===== src/sv/bapaf_pkg.sv =====
package bapaf_pkg;

  // accept list geometry
  localparam int ACCEPT_DEPTH = 16;
  localparam int ACCEPT_IDX_W = (ACCEPT_DEPTH > 1) ? $clog2(ACCEPT_DEPTH) : 1;
  localparam int ACCEPT_CNT_W = 5;
  // wide enough for cell index, entry index and count in one compare
  localparam int CMP_W = (ACCEPT_IDX_W + 1 > ACCEPT_CNT_W) ? ACCEPT_IDX_W + 1 : ACCEPT_CNT_W;

  localparam int ADDR_W      = 48;
  localparam int ENTRY_IDX_W = 4;
  localparam int PDU_TYPE_W  = 4;
  localparam int PDU_LEN_W   = 6;
  localparam int ACTION_W    = 3;

  localparam int S_TDATA_W = 168;
  localparam int M_TDATA_W = 56;

  // configuration register indexes
  localparam int CFG_IDX_W = 3;
  localparam logic [CFG_IDX_W-1:0] CFG_LOCAL_ADDR   = 3'd0;
  localparam logic [CFG_IDX_W-1:0] CFG_LOCAL_RANDOM = 3'd1;
  localparam logic [CFG_IDX_W-1:0] CFG_FILTER_MODE  = 3'd2;
  localparam logic [CFG_IDX_W-1:0] CFG_OWN_ADV_TYPE = 3'd3;
  localparam logic [CFG_IDX_W-1:0] CFG_ACCEPT_COUNT = 3'd4;

  // link layer PDU types
  localparam logic [PDU_TYPE_W-1:0] PDU_ADV_IND        = 4'd0;
  localparam logic [PDU_TYPE_W-1:0] PDU_DIRECTED_ADV   = 4'd1;
  localparam logic [PDU_TYPE_W-1:0] PDU_SCAN_REQ       = 4'd3;
  localparam logic [PDU_TYPE_W-1:0] PDU_ADV_SCAN_IND   = 4'd6;
  localparam logic [PDU_LEN_W-1:0]  SCAN_REQ_LEN       = 6'd12;

  // request kinds
  localparam logic REQ_WRITE = 1'b0;
  localparam logic MODE_ADV  = 1'b0;

  // result actions
  localparam logic [ACTION_W-1:0] ACT_WRITTEN = 3'd0;
  localparam logic [ACTION_W-1:0] ACT_IGNORED = 3'd1;
  localparam logic [ACTION_W-1:0] ACT_SEND    = 3'd2;
  localparam logic [ACTION_W-1:0] ACT_ABORT   = 3'd3;
  localparam logic [ACTION_W-1:0] ACT_CONNECT = 3'd4;
  localparam logic [ACTION_W-1:0] ACT_REJECT  = 3'd5;

  // search key and running hit flag handed from cell to cell
  typedef struct packed {
    logic              vld;
    logic              hit;
    logic              rnd;
    logic [ADDR_W-1:0] addr;
  } link_t;

  // accept list write, broadcast to every cell
  typedef struct packed {
    logic                   en;
    logic [ENTRY_IDX_W-1:0] idx;
    logic                   rnd;
    logic [ADDR_W-1:0]      addr;
  } wr_t;

endpackage


===== src/sv/bapaf_cell.sv =====
module bapaf_cell (
  input  logic                                 clk_i,
  input  logic                                 rst_ni,
  input  bapaf_pkg::wr_t                       wr_i,
  input  logic [bapaf_pkg::ACCEPT_IDX_W-1:0]   cell_idx_i,
  input  logic [bapaf_pkg::ACCEPT_CNT_W-1:0]   cnt_i,
  input  bapaf_pkg::link_t                     link_i,
  output bapaf_pkg::link_t                     link_o
);

  logic [bapaf_pkg::ADDR_W-1:0] entry_addr_q;
  logic                         entry_rnd_q;
  logic                         vld_q;
  logic                         hit_q, hit_d;
  logic                         rnd_q;
  logic [bapaf_pkg::ADDR_W-1:0] addr_q;
  logic                         wr_sel;
  logic                         in_range;

  assign wr_sel = wr_i.en &&
                  (bapaf_pkg::CMP_W'(wr_i.idx) == bapaf_pkg::CMP_W'(cell_idx_i));
  assign in_range = bapaf_pkg::CMP_W'(cell_idx_i) < bapaf_pkg::CMP_W'(cnt_i);

  assign hit_d = link_i.hit |
                 (in_range && (link_i.rnd == entry_rnd_q) && (link_i.addr == entry_addr_q));

  always_ff @(posedge clk_i) begin
    if (wr_sel) begin
      entry_addr_q <= wr_i.addr;
      entry_rnd_q  <= wr_i.rnd;
    end
  end

  always_ff @(posedge clk_i or negedge rst_ni) begin
    if (!rst_ni) begin
      vld_q <= 1'b0;
    end else begin
      vld_q <= link_i.vld;
    end
  end

  always_ff @(posedge clk_i) begin
    hit_q  <= hit_d;
    rnd_q  <= link_i.rnd;
    addr_q <= link_i.addr;
  end

  assign link_o = '{vld: vld_q, hit: hit_q, rnd: rnd_q, addr: addr_q};

endmodule


===== src/sv/ble_adv_pdu_address_filter.sv =====
// Advertising-channel address filter. One word per input: s_axis_tuser 0
// writes an accept list slot, 1 presents a received PDU header and its two
// addresses. Every input word yields exactly one output word. An entry write,
// any advertising-mode PDU and an initiating-mode PDU that cannot qualify
// go straight from idle to the done state; there the result waits until the
// output register is free, moves into it, and the next word can be taken. An
// ADV_IND or directed advertising PDU in initiating mode first walks its
// sender address down the row of ACCEPT_DEPTH list cells, one cell per cycle,
// before it reaches the done state. One word is in work at a time; the next is
// taken as soon as the result sits in the output register, even if that is not
// yet taken. Configuration writes are always ready and must only be issued
// while the block is idle.
module ble_adv_pdu_address_filter (
  input  logic                                   clk_i,
  input  logic                                   rst_ni,
  // cfg
  input  logic                                   cfg_valid_i,
  output logic                                   cfg_ready_o,
  input  logic [bapaf_pkg::CFG_IDX_W-1:0]        cfg_index_i,
  input  logic [bapaf_pkg::ADDR_W-1:0]           cfg_data_i,
  // input stream
  input  logic                                   s_axis_tvalid,
  output logic                                   s_axis_tready,
  // [3:0] entry_index, [51:4] entry_addr, [52] entry_random, [56:53] pdu_type,
  // [57] tx_flag, [58] rx_flag, [64:59] pdu_length, [112:65] first_addr,
  // [160:113] second_addr, [167:161] zero
  input  logic [bapaf_pkg::S_TDATA_W-1:0]        s_axis_tdata,
  // [0] req_type
  input  logic                                   s_axis_tuser,
  // output stream
  output logic                                   m_axis_tvalid,
  input  logic                                   m_axis_tready,
  // [47:0] peer_addr, [48] peer_random, [55:49] zero
  output logic [bapaf_pkg::M_TDATA_W-1:0]        m_axis_tdata,
  // [2:0] action
  output logic [bapaf_pkg::ACTION_W-1:0]         m_axis_tuser
);

  typedef enum logic [1:0] {
    S_IDLE,
    S_SEARCH,
    S_DONE
  } state_e;

  // unpacked input fields
  logic [bapaf_pkg::ENTRY_IDX_W-1:0] in_entry_index;
  logic [bapaf_pkg::ADDR_W-1:0]      in_entry_addr;
  logic                              in_entry_random;
  logic [bapaf_pkg::PDU_TYPE_W-1:0]  in_pdu_type;
  logic                              in_tx_flag;
  logic                              in_rx_flag;
  logic [bapaf_pkg::PDU_LEN_W-1:0]   in_pdu_length;
  logic [bapaf_pkg::ADDR_W-1:0]      in_first_addr;
  logic [bapaf_pkg::ADDR_W-1:0]      in_second_addr;

  assign in_entry_index  = s_axis_tdata[3:0];
  assign in_entry_addr   = s_axis_tdata[51:4];
  assign in_entry_random = s_axis_tdata[52];
  assign in_pdu_type     = s_axis_tdata[56:53];
  assign in_tx_flag      = s_axis_tdata[57];
  assign in_rx_flag      = s_axis_tdata[58];
  assign in_pdu_length   = s_axis_tdata[64:59];
  assign in_first_addr   = s_axis_tdata[112:65];
  assign in_second_addr  = s_axis_tdata[160:113];

  // configuration registers
  logic [bapaf_pkg::ADDR_W-1:0]       local_addr_q;
  logic                               local_random_q;
  logic                               filter_mode_q;
  logic [bapaf_pkg::PDU_TYPE_W-1:0]   own_adv_type_q;
  logic [bapaf_pkg::ACCEPT_CNT_W-1:0] accept_count_q;

  assign cfg_ready_o = 1'b1;

  always_ff @(posedge clk_i or negedge rst_ni) begin
    if (!rst_ni) begin
      local_addr_q   <= '0;
      local_random_q <= 1'b0;
      filter_mode_q  <= 1'b0;
      own_adv_type_q <= '0;
      accept_count_q <= '0;
    end else if (cfg_valid_i && cfg_ready_o) begin
      case (cfg_index_i)
        bapaf_pkg::CFG_LOCAL_ADDR:   local_addr_q   <= cfg_data_i;
        bapaf_pkg::CFG_LOCAL_RANDOM: local_random_q <= cfg_data_i[0];
        bapaf_pkg::CFG_FILTER_MODE:  filter_mode_q  <= cfg_data_i[0];
        bapaf_pkg::CFG_OWN_ADV_TYPE: own_adv_type_q <= cfg_data_i[bapaf_pkg::PDU_TYPE_W-1:0];
        bapaf_pkg::CFG_ACCEPT_COUNT: accept_count_q <= cfg_data_i[bapaf_pkg::ACCEPT_CNT_W-1:0];
        default: ;
      endcase
    end
  end

  // control and result registers
  state_e                           state_q, state_d;
  logic [bapaf_pkg::ACTION_W-1:0]   res_act_q, res_act_d;
  logic [bapaf_pkg::ADDR_W-1:0]     res_addr_q, res_addr_d;
  logic                             res_rnd_q, res_rnd_d;
  logic                             out_vld_q, out_vld_d;
  logic [bapaf_pkg::ACTION_W-1:0]   out_act_q, out_act_d;
  logic [bapaf_pkg::ADDR_W-1:0]     out_addr_q, out_addr_d;
  logic                             out_rnd_q, out_rnd_d;

  logic                             in_acc;
  logic                             adv_ok;
  logic                             aimed;
  logic                             can_connect;
  logic                             out_free;

  bapaf_pkg::wr_t                   wr;
  bapaf_pkg::link_t                 link [bapaf_pkg::ACCEPT_DEPTH+1];

  assign s_axis_tready = (state_q == S_IDLE);
  assign in_acc        = s_axis_tvalid && s_axis_tready;
  assign out_free      = !out_vld_q || m_axis_tready;

  assign adv_ok = ((own_adv_type_q == bapaf_pkg::PDU_ADV_IND) ||
                   (own_adv_type_q == bapaf_pkg::PDU_ADV_SCAN_IND)) &&
                  (in_pdu_type == bapaf_pkg::PDU_SCAN_REQ);
  assign aimed  = (in_rx_flag == local_random_q) && (in_second_addr == local_addr_q);
  assign can_connect = (in_pdu_type == bapaf_pkg::PDU_ADV_IND) ||
                       ((in_pdu_type == bapaf_pkg::PDU_DIRECTED_ADV) && aimed);

  assign wr = '{en:   in_acc && (s_axis_tuser == bapaf_pkg::REQ_WRITE),
                idx:  in_entry_index,
                rnd:  in_entry_random,
                addr: in_entry_addr};

  // head of the row: launch the sender address as search key
  assign link[0] = '{vld:  in_acc && (s_axis_tuser != bapaf_pkg::REQ_WRITE) &&
                           (filter_mode_q != bapaf_pkg::MODE_ADV) && can_connect,
                     hit:  1'b0,
                     rnd:  in_tx_flag,
                     addr: in_first_addr};

  for (genvar k = 0; k < bapaf_pkg::ACCEPT_DEPTH; k++) begin : g_cell
    bapaf_cell u_cell (
      .clk_i      (clk_i),
      .rst_ni     (rst_ni),
      .wr_i       (wr),
      .cell_idx_i (bapaf_pkg::ACCEPT_IDX_W'(k)),
      .cnt_i      (accept_count_q),
      .link_i     (link[k]),
      .link_o     (link[k+1])
    );
  end

  always_comb begin
    state_d    = state_q;
    res_act_d  = res_act_q;
    res_addr_d = res_addr_q;
    res_rnd_d  = res_rnd_q;
    out_vld_d  = out_vld_q && !m_axis_tready;
    out_act_d  = out_act_q;
    out_addr_d = out_addr_q;
    out_rnd_d  = out_rnd_q;
    case (state_q)
      S_IDLE: begin
        if (in_acc) begin
          res_addr_d = '0;
          res_rnd_d  = 1'b0;
          state_d    = S_DONE;
          if (s_axis_tuser == bapaf_pkg::REQ_WRITE) begin
            res_act_d = bapaf_pkg::ACT_WRITTEN;
          end else if (filter_mode_q == bapaf_pkg::MODE_ADV) begin
            if (!adv_ok) begin
              res_act_d = bapaf_pkg::ACT_IGNORED;
            end else if ((in_pdu_length == bapaf_pkg::SCAN_REQ_LEN) && aimed) begin
              res_act_d = bapaf_pkg::ACT_SEND;
            end else begin
              res_act_d = bapaf_pkg::ACT_ABORT;
            end
          end else if (can_connect) begin
            state_d = S_SEARCH;
          end else begin
            res_act_d = bapaf_pkg::ACT_REJECT;
          end
        end
      end
      S_SEARCH: begin
        // key leaves the last cell with the OR of all in-range matches
        if (link[bapaf_pkg::ACCEPT_DEPTH].vld) begin
          state_d = S_DONE;
          if (link[bapaf_pkg::ACCEPT_DEPTH].hit) begin
            res_act_d  = bapaf_pkg::ACT_CONNECT;
            res_addr_d = link[bapaf_pkg::ACCEPT_DEPTH].addr;
            res_rnd_d  = link[bapaf_pkg::ACCEPT_DEPTH].rnd;
          end else begin
            res_act_d = bapaf_pkg::ACT_REJECT;
          end
        end
      end
      S_DONE: begin
        if (out_free) begin
          out_vld_d  = 1'b1;
          out_act_d  = res_act_q;
          out_addr_d = res_addr_q;
          out_rnd_d  = res_rnd_q;
          state_d    = S_IDLE;
        end
      end
      default: state_d = S_IDLE;
    endcase
  end

  always_ff @(posedge clk_i or negedge rst_ni) begin
    if (!rst_ni) begin
      state_q    <= S_IDLE;
      res_act_q  <= bapaf_pkg::ACT_WRITTEN;
      res_addr_q <= '0;
      res_rnd_q  <= 1'b0;
      out_vld_q  <= 1'b0;
      out_act_q  <= bapaf_pkg::ACT_WRITTEN;
      out_addr_q <= '0;
      out_rnd_q  <= 1'b0;
    end else begin
      state_q    <= state_d;
      res_act_q  <= res_act_d;
      res_addr_q <= res_addr_d;
      res_rnd_q  <= res_rnd_d;
      out_vld_q  <= out_vld_d;
      out_act_q  <= out_act_d;
      out_addr_q <= out_addr_d;
      out_rnd_q  <= out_rnd_d;
    end
  end

  assign m_axis_tvalid = out_vld_q;
  assign m_axis_tuser  = out_act_q;
  assign m_axis_tdata  = {7'b0, out_rnd_q, out_addr_q};

endmodule


===== config.mk =====
export PLATFORM = sky130hd
export DESIGN_NAME = ble_adv_pdu_address_filter
export DESIGN_NICKNAME = d
export VERILOG_FILES = /design/src/sv/bapaf_pkg.sv /design/src/sv/bapaf_cell.sv /design/src/sv/ble_adv_pdu_address_filter.sv
export SDC_FILE = /design/constraint.sdc
export NUM_CORES = 2
export LEC_CHECK = 0
export ABC_AREA = 1
export BUFFER_PORTS_ARGS = -buffer_cell sky130_fd_sc_hd__buf_2
export CORE_MARGIN = 1.5
export CORE_UTILIZATION = 57
export CTS_BUF_LIST = sky130_fd_sc_hd__clkbuf_4
export DETAILED_ROUTE_END_ITERATION = 16
export PLACE_DENSITY = 0.76
export SYNTH_ARGS = -nofsm -noshare
export SYNTH_HDL_FRONTEND = slang
export SYNTH_SLANG_ARGS = --single-unit

===== constraint.sdc =====
create_clock -name clk_i -period 3.7 [get_ports clk_i]
set_input_delay 0.37 -clock clk_i [delete_from_list [all_inputs] [get_ports clk_i]]
set_output_delay 0.37 -clock clk_i [all_outputs]
set_load 0.03 [all_outputs]

==> results.toml <==
[run_status]
status = "completed"

[clocking]
clk_latency_ns = 1.26
ctsResizeCount = 0
clk_path_buf_depth = 4
cts_sinks = 1766
cts_setup_buffers = 0
cts_tree = "built"
clk_pin_slew_ns = 0.07
clock-root-buffer = "clkbuf_4"
cts_hold_buf = 284
h-tree-depth = 5
cts_buffers = 420

[global_route]
grt_usage_pct = 26.8
antenna_found_initial = 8
grt_max_degree = 104
grt_pass1_vias = 35912
grt_pass1_wl_mm = 204
gr-total-overflow = 0

[critical_path]
crit_top_cell = "nand2_1"
cp_max_fo = 5
slowest_delay_ns = 0.64
required_ns = 4.78
cp-end-kind = "flop"
reg2reg_setup_slack_ns = 0.47
crit_family = "simple AND/OR/NAND/NOR gates"
crit_type = "reg -> reg"
crit_path_cell_trace = "inv_1, nand2_1, nand2_1, nor2_1, nand2_1, nor2_1, nand2_1, nor2_1, nand2_1, nand2_1, nand2_1, dlygate4sd3_1, nand2_1, nand2_1, dlygate4sd3_1"
cp_num_buf_inv = 3
crit_arrival_ns = 4.32
worst_path_max_delay_cell = "dlygate4sd3_1"
cp-start-kind = "flop"

[route]
drc = 0
wire_per_inst_um = 20.3
vias = 34598
drt_wl_total_mm = 137
drtIter0Drc = 2944
first_pass_iters = 7
drtAntennaViolNets = 0
vias_per_cell = 5.13

[final_layout]
layout_commonest_cell = "dfxtp_1"
regArea_um2 = 44100
fin_area_um2 = 69200
fillCellCount = 6423
area_growth_pct = 20.2
nets = 5319
layout-drive-gt1-share_pct = 20.2
multiInputGateArea_um2 = 12000
most-common-layout-cells = "800 x dfxtp_1, 784 x edfxtp_1, 663 x clkbuf_4, 434 x nand2_1, 362 x inv_1"

[sta]
drv_slew = 0
finalHoldViolCount = 0
clock_skew_ns = 0.106
worstMarginPinSlew_ns = 1.03
slew-limit-headroom_pct = 31.0
fin_crit_ns = 3.23
worst_slack_ns = 0.465
setup-violations-final = 0
rsz0062_at_grt = "no"
max_freq_ghz = 0.309
min_period_over_period_pct = 87.4

[placed_design]
post-place-ws_ns = 0.918
dp_hpwl_mm = 87.1
port_buffers = 271
placed_area_um2 = 60800
gp_congestion = 1.03

[synth]
ys_ff_latch = 1766
avgSynthCellArea_um2 = 13.9
synth-async-reset-ratio_pct = 10.3
syn_inst = 4127
synth-main-ff-cell = "dfxtp_1"
synth_edf_count = 784
yosysSeqAreaShare_pct = 76.7
synth_area_um2 = 57500
ys_warn_count = 0
ys_types = 44

[die]
die_w_um = 321
die_h_um = 321
initial_core_util_pct = 57.5
fp.coreArea_um2 = 100000
io_pins = 287
die-area_um2 = 103000
rows = 116

[power_and_ir_drop]
p_leak_nw = 27.9
totalPowerFinal_mw = 38.9
vdd_drop_max_v = 0.000419
powerDensity_nw_per_um2 = 562

[run]
cap_violations = 0

[min_path]
hold_class = "in -> reg"
==> per-stage QoR <==
step                instances  TNS (ns)  hold slack (ns)  util (%)
floorplan                4133   -307.83           0.0744         -
global placement         5686         0            0.335      60.8
detailed placement       5686         0            0.336      60.8
CTS                      6730         0         0.000269      69.1
global route             6735         0           0.0867      69.1
finish                   6741         0            0.144      69.2
==> per-layer routing <==
metal | part of all wire, % | wire length (um) | GRT usage, % | vias up
met3 | 6.5 | 8950 | 4.99 | 442
li1 | - | - | - | 16138
met4 | 6.5 | 8910 | 18.9 | 0
met2 | 50 | 68100 | 46.1 | 1594
met1 | 37 | 50900 | 30.0 | 16424
met5 | 0 | 0 | 0 | -
==> cell type report <==
class,instances,share of cell area [%]
multi-input cells,1961,17.3
flip-flops and latches,1766,63.8
inverters,363,1.97
diodes,11,0.0398
clock inverters,97,0.767
well taps,1298,2.35
clock buffers,663,7.20
repair buffers,582,6.58
==> kinds of logic (layout without fill, tap and decap cells) <==
family | Yosys count | in the layout | share of synthesized area [%]
flip-flops | 1766 | 1766 | 76.7
AND/OR/NAND/NOR | 1053 | 1053 | 8.12
XOR/XNOR | 575 | 575 | 8.75
buffers and inverters | 406 | 1705 | 2.77
AO/OA/AOI/OAI | 295 | 295 | 3.09
multiplexers | 30 | 30 | 0.587
other | 2 | 19 | 0.0131
==> Yosys cell counts (3+ instances only) <==
cell,number,share of area [%]
nand3_1,116,1.0
o2111ai_1,12,0.18
nor3b_1,6,0.078
mux2_2,30,0.59
buf_2,10,0.087
a221oi_1,11,0.17
xor2_1,235,3.6
nand2_1,436,2.8
nor4_1,28,0.30
nand4_1,87,0.95
dfxtp_1,800,28
or2_2,59,0.64
a211oi_1,25,0.33
a22o_1,15,0.23
buf_6,3,0.059
inv_1,362,2.4
o22ai_1,42,0.46
o21ai_0,135,1.2
o211ai_1,5,0.065
o21ai_1,19,0.17
dfrtp_1,182,7.9
buf_4,9,0.12
a21oi_1,20,0.17
nor2_1,256,1.7
o21bai_1,6,0.078
clkbuf_1,18,0.12
nand3b_1,4,0.052
edfxtp_1,784,41
xnor2_1,340,5.2
nor3_1,54,0.47
==> worst register-to-register path, cell delays in order (launching register included) <==
cell	delay, ns
dfrtp_1	0.40
inv_1	0.06
nand2_1	0.07
nand2_1	0.07
nor2_1	0.13
nand2_1	0.07
nor2_1	0.16
nand2_1	0.09
nor2_1	0.32
nand2_1	0.12
nand2_1	0.08
nand2_1	0.08
dlygate4sd3_1	0.64
nand2_1	0.18
nand2_1	0.08
dlygate4sd3_1	0.57
==> report_power, final <==
group | internal (mW) | switching (mW)
logic | 0.720 | 0.966
registers | 21.0 | 0.463
clock network | 8.47 | 7.29
==> worst paths after layout <==
kind,from,to,cells past startpoint
worst max-delay path,local_addr_q[0],state_q[1],15
worst min-delay path,s_axis_tdata[23],g_cell[8].u_cell.entry_addr_q[19],2
worst max register to register,local_addr_q[0],state_q[1],15
worst min register to register,g_cell[7].u_cell.addr_q[0],g_cell[8].u_cell.addr_q[0],0
max in group asynchronous,rst_ni,res_addr_q[33],4
min in group asynchronous,rst_ni,res_addr_q[24],4
==> sequential cells by signal, indices dropped and copies added (netlist names) <==
name                        cells
m_axis_tuser                    3
state_q                         2
accept_count_q                  5
res_addr_q                     48
local_addr_q                   48
g_cell.u_cell.entry_rnd_q      16
g_cell.u_cell.rnd_q            16
g_cell.u_cell.hit_q            16
res_rnd_q                       1
out_rnd_q                       1
m_axis_tvalid                   1
local_random_q                  1
g_cell.u_cell.entry_addr_q    768
g_cell.u_cell.addr_q          768
own_adv_type_q                  4
g_cell.u_cell.vld_q            16
out_addr_q                     48
res_act_q                       3
filter_mode_q                   1
Power figures use the tool's default switching activity.
